$ cat config.mk
export PLATFORM = sky130hd
export DESIGN_NAME = periodic_timer_event_bank_unit
export DESIGN_NICKNAME = d
export VERILOG_FILES = /design/src/rtl/core/pteb_pkg.sv /design/src/rtl/core/periodic_timer_event_bank_unit.sv /design/src/rtl/core/pteb_front.sv /design/src/rtl/core/pteb_cmd_fifo.sv /design/src/rtl/core/pteb_back.sv
export SDC_FILE = /design/constraint.sdc
export NUM_CORES = 2
export LEC_CHECK = 0
export BUFFER_PORTS_ARGS = -buffer_cell sky130_fd_sc_hd__buf_4
export CORE_UTILIZATION = 50
export CTS_CLUSTER_DIAMETER = 120
export DETAILED_ROUTE_END_ITERATION = 8
export HOLD_SLACK_MARGIN = 0.08
export PLACE_DENSITY = 0.77
export SYNTH_ARGS = -nofsm -noshare
export SYNTH_HDL_FRONTEND = slang
export SYNTH_SLANG_ARGS = --single-unit
$ cat constraint.sdc
create_clock -name clk_i -period 4.1 [get_ports clk_i]
set_clock_uncertainty 0.15 [all_clocks]
set_input_delay 0.41 -clock clk_i [delete_from_list [all_inputs] [get_ports clk_i]]
set_output_delay 0.41 -clock clk_i [all_outputs]
set_load 0.01 [all_outputs]
$ cat src/rtl/core/pteb_pkg.sv
`default_nettype none

package pteb_pkg;

  localparam int NUM_CHANNELS = 8;
  localparam int ADDR_CHANNELS = 8;
  localparam int NUM_STORED = (NUM_CHANNELS < ADDR_CHANNELS) ? NUM_CHANNELS : ADDR_CHANNELS;
  localparam int IDX_W = (NUM_STORED > 1) ? $clog2(NUM_STORED) : 1;
  localparam int QUEUE_DEPTH = 2;
  localparam int QPTR_W = (QUEUE_DEPTH > 1) ? $clog2(QUEUE_DEPTH) : 1;
  localparam int QCNT_W = $clog2(QUEUE_DEPTH + 1);

  typedef enum logic [1:0] {
    MODE_TICK   = 2'd0,
    MODE_ARM    = 2'd1,
    MODE_DISARM = 2'd2,
    MODE_NONE   = 2'd3
  } mode_e;

  typedef enum logic [1:0] {
    KIND_ARM    = 2'd0,
    KIND_DISARM = 2'd1,
    KIND_EXPIRY = 2'd2,
    KIND_IDLE   = 2'd3
  } kind_e;

  typedef struct packed {
    mode_e       op;
    logic [2:0]  channel;
    logic        in_range;
    logic [31:0] count;
    logic [31:0] reload;
  } cmd_t;

  typedef struct packed {
    kind_e      kind;
    logic [2:0] which;
    logic       was_armed;
    logic       last;
  } res_t;

endpackage

`default_nettype wire

$ cat src/rtl/core/periodic_timer_event_bank_unit.sv
// Bank of countdown timers with reload. Arm and disarm beats are handled in the
// execution unit and give one result each; a tick beat walks the channels one per
// cycle from the highest index down, pausing while a result is due and the output
// register is held; the unit takes no other command until the walk ends. Expiry
// results come out highest channel first, with last set on the final one; a tick
// with no expiry answers once with kind 3. A two-entry command queue lets input
// beats be taken while a tick is still being walked.
`default_nettype none

module periodic_timer_event_bank_unit (
  input  wire logic        clk_i,
  input  wire logic        rst_ni,
  input  wire logic        in_valid_i,
  output logic             in_ready_o,
  input  wire logic [1:0]  mode_i,
  input  wire logic [2:0]  channel_i,
  input  wire logic [31:0] count_i,
  input  wire logic [31:0] reload_i,
  output logic             out_valid_o,
  input  wire logic        out_ready_i,
  output logic [1:0]       kind_o,
  output logic [2:0]       which_o,
  output logic             was_armed_o,
  output logic             last_o
);
  import pteb_pkg::*;

  logic push_valid, push_ready;
  cmd_t push_cmd;
  logic pop_valid, pop_ready;
  cmd_t pop_cmd;
  res_t res;

  pteb_front u_front (
    .in_valid_i   (in_valid_i),
    .in_ready_o   (in_ready_o),
    .mode_i       (mode_i),
    .channel_i    (channel_i),
    .count_i      (count_i),
    .reload_i     (reload_i),
    .push_valid_o (push_valid),
    .push_ready_i (push_ready),
    .push_cmd_o   (push_cmd)
  );

  pteb_cmd_fifo u_fifo (
    .clk_i        (clk_i),
    .rst_ni       (rst_ni),
    .push_valid_i (push_valid),
    .push_ready_o (push_ready),
    .push_cmd_i   (push_cmd),
    .pop_valid_o  (pop_valid),
    .pop_ready_i  (pop_ready),
    .pop_cmd_o    (pop_cmd)
  );

  pteb_back u_back (
    .clk_i       (clk_i),
    .rst_ni      (rst_ni),
    .cmd_valid_i (pop_valid),
    .cmd_ready_o (pop_ready),
    .cmd_i       (pop_cmd),
    .out_valid_o (out_valid_o),
    .out_ready_i (out_ready_i),
    .res_o       (res)
  );

  assign kind_o      = res.kind;
  assign which_o     = res.which;
  assign was_armed_o = res.was_armed;
  assign last_o      = res.last;

endmodule

`default_nettype wire

$ cat src/rtl/core/pteb_front.sv
`default_nettype none

module pteb_front (
  input  wire logic         in_valid_i,
  output logic              in_ready_o,
  input  wire logic [1:0]   mode_i,
  input  wire logic [2:0]   channel_i,
  input  wire logic [31:0]  count_i,
  input  wire logic [31:0]  reload_i,
  output logic              push_valid_o,
  input  wire logic         push_ready_i,
  output pteb_pkg::cmd_t    push_cmd_o
);
  import pteb_pkg::*;

  mode_e mode;

  assign mode = mode_e'(mode_i);

  always_comb begin
    push_cmd_o.op       = mode;
    push_cmd_o.channel  = channel_i;
    push_cmd_o.in_range = (32'(channel_i) < 32'(NUM_CHANNELS));
    push_cmd_o.count    = count_i;
    push_cmd_o.reload   = reload_i;
    case (mode)
      MODE_TICK, MODE_ARM, MODE_DISARM: push_valid_o = in_valid_i;
      default:                          push_valid_o = 1'b0;
    endcase
  end

  // unused mode: accept the beat and drop it
  assign in_ready_o = push_ready_i;

endmodule

`default_nettype wire

$ cat src/rtl/core/pteb_cmd_fifo.sv
`default_nettype none

module pteb_cmd_fifo (
  input  wire logic          clk_i,
  input  wire logic          rst_ni,
  input  wire logic          push_valid_i,
  output logic               push_ready_o,
  input  wire pteb_pkg::cmd_t push_cmd_i,
  output logic               pop_valid_o,
  input  wire logic          pop_ready_i,
  output pteb_pkg::cmd_t     pop_cmd_o
);
  import pteb_pkg::*;

  cmd_t              mem_q [QUEUE_DEPTH];
  logic [QPTR_W-1:0] wr_ptr_q, wr_ptr_d;
  logic [QPTR_W-1:0] rd_ptr_q, rd_ptr_d;
  logic [QCNT_W-1:0] cnt_q, cnt_d;
  logic              do_push, do_pop;

  assign push_ready_o = (cnt_q != QCNT_W'(QUEUE_DEPTH));
  assign pop_valid_o  = (cnt_q != '0);
  assign pop_cmd_o    = mem_q[rd_ptr_q];
  assign do_push      = push_valid_i && push_ready_o;
  assign do_pop       = pop_valid_o && pop_ready_i;

  always_comb begin
    wr_ptr_d = wr_ptr_q;
    rd_ptr_d = rd_ptr_q;
    cnt_d    = cnt_q;
    if (do_push) begin
      wr_ptr_d = (wr_ptr_q == QPTR_W'(QUEUE_DEPTH - 1)) ? '0 : wr_ptr_q + 1'b1;
    end
    if (do_pop) begin
      rd_ptr_d = (rd_ptr_q == QPTR_W'(QUEUE_DEPTH - 1)) ? '0 : rd_ptr_q + 1'b1;
    end
    case ({do_push, do_pop})
      2'b10:   cnt_d = cnt_q + 1'b1;
      2'b01:   cnt_d = cnt_q - 1'b1;
      default: cnt_d = cnt_q;
    endcase
  end

  always_ff @(posedge clk_i or negedge rst_ni) begin
    if (!rst_ni) begin
      wr_ptr_q <= '0;
      rd_ptr_q <= '0;
      cnt_q    <= '0;
    end else begin
      wr_ptr_q <= wr_ptr_d;
      rd_ptr_q <= rd_ptr_d;
      cnt_q    <= cnt_d;
    end
  end

  always_ff @(posedge clk_i) begin
    if (do_push) begin
      mem_q[wr_ptr_q] <= push_cmd_i;
    end
  end

endmodule

`default_nettype wire

$ cat src/rtl/core/pteb_back.sv
`default_nettype none

module pteb_back (
  input  wire logic           clk_i,
  input  wire logic           rst_ni,
  input  wire logic           cmd_valid_i,
  output logic                cmd_ready_o,
  input  wire pteb_pkg::cmd_t cmd_i,
  output logic                out_valid_o,
  input  wire logic           out_ready_i,
  output pteb_pkg::res_t      res_o
);
  import pteb_pkg::*;

  typedef enum logic [1:0] {
    ST_IDLE = 2'b01,
    ST_SCAN = 2'b10
  } state_e;

  state_e           state_q, state_d;
  logic [31:0]      cnt_q [NUM_STORED];
  logic [31:0]      cnt_d [NUM_STORED];
  logic [31:0]      int_q [NUM_STORED];
  logic [31:0]      int_d [NUM_STORED];
  logic [NUM_STORED-1:0] hit_q, hit_d;
  logic [IDX_W-1:0] idx_q, idx_d;
  logic             out_valid_q, out_valid_d;
  res_t             res_q, res_d;
  logic             emit;
  logic             can_emit;
  logic             need_emit;
  logic             lower_hit;
  logic [IDX_W-1:0] sel;

  assign can_emit = !out_valid_q || out_ready_i;
  assign sel      = cmd_i.channel[IDX_W-1:0];

  always_comb begin
    lower_hit = 1'b0;
    for (int j = 0; j < NUM_STORED; j++) begin
      if (IDX_W'(j) < idx_q) begin
        lower_hit = lower_hit | hit_q[j];
      end
    end
  end

  assign need_emit = hit_q[idx_q] || ((idx_q == '0) && (hit_q == '0));

  always_comb begin
    state_d     = state_q;
    cnt_d       = cnt_q;
    int_d       = int_q;
    hit_d       = hit_q;
    idx_d       = idx_q;
    cmd_ready_o = 1'b0;
    emit        = 1'b0;
    res_d       = res_q;
    case (state_q)
      ST_IDLE: begin
        if (cmd_valid_i) begin
          case (cmd_i.op)
            MODE_ARM: begin
              if (can_emit) begin
                cmd_ready_o = 1'b1;
                emit        = 1'b1;
                res_d       = '{kind: KIND_ARM, which: cmd_i.channel,
                                was_armed: 1'b0, last: 1'b1};
                if (cmd_i.in_range) begin
                  cnt_d[sel] = cmd_i.count;
                  int_d[sel] = cmd_i.reload;
                end
              end
            end
            MODE_DISARM: begin
              if (can_emit) begin
                cmd_ready_o = 1'b1;
                emit        = 1'b1;
                res_d       = '{kind: KIND_DISARM, which: cmd_i.channel,
                                was_armed: cmd_i.in_range && (cnt_q[sel] != 32'd0),
                                last: 1'b1};
                if (cmd_i.in_range) begin
                  cnt_d[sel] = 32'd0;
                  int_d[sel] = 32'd0;
                end
              end
            end
            MODE_TICK: begin
              cmd_ready_o = 1'b1;
              for (int i = 0; i < NUM_STORED; i++) begin
                hit_d[i] = (cnt_q[i] == 32'd1);
              end
              idx_d   = IDX_W'(NUM_STORED - 1);
              state_d = ST_SCAN;
            end
            default: begin
              cmd_ready_o = 1'b1;
            end
          endcase
        end
      end
      ST_SCAN: begin
        if (!need_emit || can_emit) begin
          if (hit_q[idx_q]) begin
            cnt_d[idx_q] = int_q[idx_q];
            emit         = 1'b1;
            res_d        = '{kind: KIND_EXPIRY, which: 3'(idx_q),
                             was_armed: 1'b0, last: !lower_hit};
          end else if (cnt_q[idx_q] != 32'd0) begin
            cnt_d[idx_q] = cnt_q[idx_q] - 32'd1;
          end
          if (idx_q == '0) begin
            state_d = ST_IDLE;
            if (hit_q == '0) begin
              emit  = 1'b1;
              res_d = '{kind: KIND_IDLE, which: 3'd0, was_armed: 1'b0, last: 1'b1};
            end
          end else begin
            idx_d = idx_q - 1'b1;
          end
        end
      end
      default: begin
        state_d = ST_IDLE;
      end
    endcase
    out_valid_d = emit ? 1'b1 : (out_ready_i ? 1'b0 : out_valid_q);
  end

  always_ff @(posedge clk_i or negedge rst_ni) begin
    if (!rst_ni) begin
      state_q     <= ST_IDLE;
      out_valid_q <= 1'b0;
      hit_q       <= '0;
      idx_q       <= '0;
      for (int i = 0; i < NUM_STORED; i++) begin
        cnt_q[i] <= 32'd0;
        int_q[i] <= 32'd0;
      end
    end else begin
      state_q     <= state_d;
      out_valid_q <= out_valid_d;
      hit_q       <= hit_d;
      idx_q       <= idx_d;
      cnt_q       <= cnt_d;
      int_q       <= int_d;
    end
  end

  always_ff @(posedge clk_i) begin
    if (emit) begin
      res_q <= res_d;
    end
  end

  assign out_valid_o = out_valid_q;
  assign res_o       = res_q;

endmodule

`default_nettype wire

==> metrics.txt <==
status=finished clean; Placeable Area=65900 µm²; vias in the first global route=roughly 29000; layout cell share with drive strength beyond 1=0.179; sequential share of the synthesized area=0.529; ys async rst share=0.785; htree depth=3; detailed placer's ending HPWL=93000 µm; first-pass GRT wire length=roughly 200000 µm; Setup Viol. Count Final=0; Die Area=67600 µm²; DIE HEIGHT=260 µm; Hold Path Sink=u_fifo.wr_ptr_q; R2R cell count=11; CTS Buf Count=73; Yosys top cell area share=0.398; Post-Syn Instances=3165; Cells after DPL=4092; GP Congestion=1.06; Max transition margin=0.0642; worst-skew pair later-pin latency=between 600 and 700 ps; Hold Path Stages=3; Antenna Violating Nets Remaining=0; crit share post-route=0.983; Top FF cell, synth=dfrtp_1; CTS root buf=clkbuf_16; CTS tree=yes; # IOs=82; RR Endpoint=u_back.cnt_q[255]; initial antenna violation count=5; DRC=0; Post-synth EDFFs=145; Syn Area/Cell=10.5 µm²; syn_nets=~3200; most used cell, CP=o21ai_2; min cycle time layout=around 4000 ps; via/cell ratio=6.95; Post-Synthesis Cell Area=roughly 33000 µm²; vias=about 30000; worst min path class=input pin to register; Area growth, synth to finish=18.5%; GRT Util Overall=0.407; post-route insts no fill=4305; Final Routed Wirelength=about 140000 µm; largest net degree at the start of global routing=between 90 and 100; RR Startpoint=u_back.idx_q[0]; Final Util=0.599; final hold vios=0; Setup crit start kind=register; clk sinks=675; CTS max path bufs=3; final layout net count=3460; Worst-Margin Slew=1400 ps; RSZ-0062 raised after global routing=false; die width=roughly 260 µm; most frequent cells in the layout=dfrtp_1 (525), nand2_1 (391), o21ai_0 (380); synthesis warning total=0; #FFs+latches synth=675; critical path arrival=around 4500 ps; worst hold start=in_valid_i; max_cap viols=0; Pwr per Cell Area=898 nW/µm²; critical path endpoint category=register; Setup Crit Path Kind=register to register; synth unique cells=90; Leak=around 16 nW; clock-pin slew on the worst setup and hold paths=60 ps; slowest stage cell on the critical path=dfrtp_4; Avg WL per Cell=between 30 and 40 µm; Max rail drop VDD=542 µV; critical-path cell list=buf_12, mux4_2, mux2_2, a21oi_1, nor4b_2, buf_4, or4bb_1, o31a_1, o21ai_2, nand2_4, o21ai_2; crit-path max cell delay=560 ps; R2R Setup Slk=a little under 70 ps; Pwr Total=35.4 mW; most common cell after layout, fill and taps aside=dfrtp_1; Slew Limit Fails=0; WP data required=approximately 4500 ps; area leader, netlist=dfrtp_1; Initial Util=0.505; port bufs=81; Iteration-0 DRC Markers=4062; CP Max Fanout=24; largest cells by area after synthesis=dfrtp_1 (40%), edfxtp_1 (13%), o21ai_0 (5.7%); Initial DRT Pass Iterations=6; FP Rows=between 90 and 100; grt ovf=0; Fmax=between 200 and 250 MHz
-- registers in the layout, summed over array words and instances (netlist names) --
signal / cells
u_back.cnt_q: 256
u_back.hit_q: 8
u_back.idx_q: 3
u_back.int_q: 256
u_back.out_valid_o: 1
u_back.res_o: 7
u_back.state_q: 2
u_fifo.cnt_q: 2
u_fifo.mem_q: 138
u_fifo.rd_ptr_q: 1
u_fifo.wr_ptr_q: 1
-- metrics by stage --
stage	hold slack, ps	cell area (µm²)	worst slack (ps)	TNS [ps]
CTS	176	39400	39.9	0
detailed placement	320	36200	46.0	0
global route	259	39400	17.6	0
floorplan	-35.6	33300	-208	-28730
finish	203	39400	68.5	0
global placement	307	36200	43.5	0
-- critical path: cells and delay by family, from the launching register on --
family | cells | cell delay, ps
buffers and inverters | 2 | 460
and+or+nand+nor | 3 | 1120
DFF | 1 | 560
muxes | 2 | 810
AOI/OAI and AO/OA | 4 | 850
-- area by class of cell --
| class | count | area [µm²] |
|---|---|---|
| diodes | 4 | 10.0 |
| clock buffers | 99 | 2040 |
| clock inverters | 37 | 487 |
| fillers | 5349 | 26400 |
| inverters | 11 | 41.3 |
| multi-input cells | 2222 | 14500 |
| flip-flops and latches | 675 | 17600 |
| well taps | 864 | 1080 |
| repair buffers | 393 | 3710 |
-- power breakdown --
group	switching (mW)	leakage (nW)	internal, mW
clock	2.98	1.21	3.90
combinational	10.2	7.30	6.07
sequential	2.68	7.92	9.61
total	15.8	16.4	19.6
-- Yosys cell counts, types with 34 or more instances --
| cell | instances |
|---|---|
| a21oi_1 | 95 |
| a221oi_1 | 34 |
| a22o_1 | 169 |
| a22oi_1 | 218 |
| buf_1 | 34 |
| buf_2 | 50 |
| clkbuf_1 | 132 |
| dfrtp_1 | 529 |
| edfxtp_1 | 145 |
| mux2i_1 | 137 |
| nand2_1 | 393 |
| nand3_1 | 64 |
| nor2_1 | 198 |
| nor3_1 | 34 |
| nor4_1 | 49 |
| o21ai_0 | 380 |
| o22ai_1 | 37 |
| or2_2 | 50 |
-- worst max-delay path by stage --
stage / startpoint / to / slack, ps / cells after the start
final: u_back.idx_q[0] / u_back.cnt_q[255] / 70 / 11
after global routing: u_back.idx_q[0] / u_back.cnt_q[251] / 20 / 14
after CTS: u_back.idx_q[0] / u_back.cnt_q[61] / 40 / 11
after detailed placement: u_back.idx_q[0] / u_back.cnt_q[61] / 50 / 11
after global placement: u_back.idx_q[0] / u_back.cnt_q[61] / 40 / 11
after floorplan: u_fifo.cnt_q[0] / u_fifo.mem_q[0][0] / -210 / 3
-- cell families after synthesis --
kind of cell,share of synthesized area
XOR/XNOR,0.00789
adder cells (fa/ha/maj),0.00413
multiplexers,0.0757
buffers and inverters,0.0402
AO/OA/AOI/OAI,0.215
AND/OR/NAND/NOR,0.128
flip-flops,0.529
-- repair_timing --
| action | CTS | global route |
|---|---|---|
| hold endpoints to repair | 217 | 0 |
| resized for setup | 0 | 4 |
| hold buffers | 71 | 0 |
| setup buffers | 0 | 2 |
| setup endpoints to repair | 0 | 32 |
-- layer usage --
layer | track usage | wire, µm
met5 | 0 | 44
met4 | 0.225 | 8480
met3 | 0.147 | 18700
met2 | 0.568 | 57400
met1 | 0.548 | 52500
Note: power is estimated with default switching activity, not from simulation.
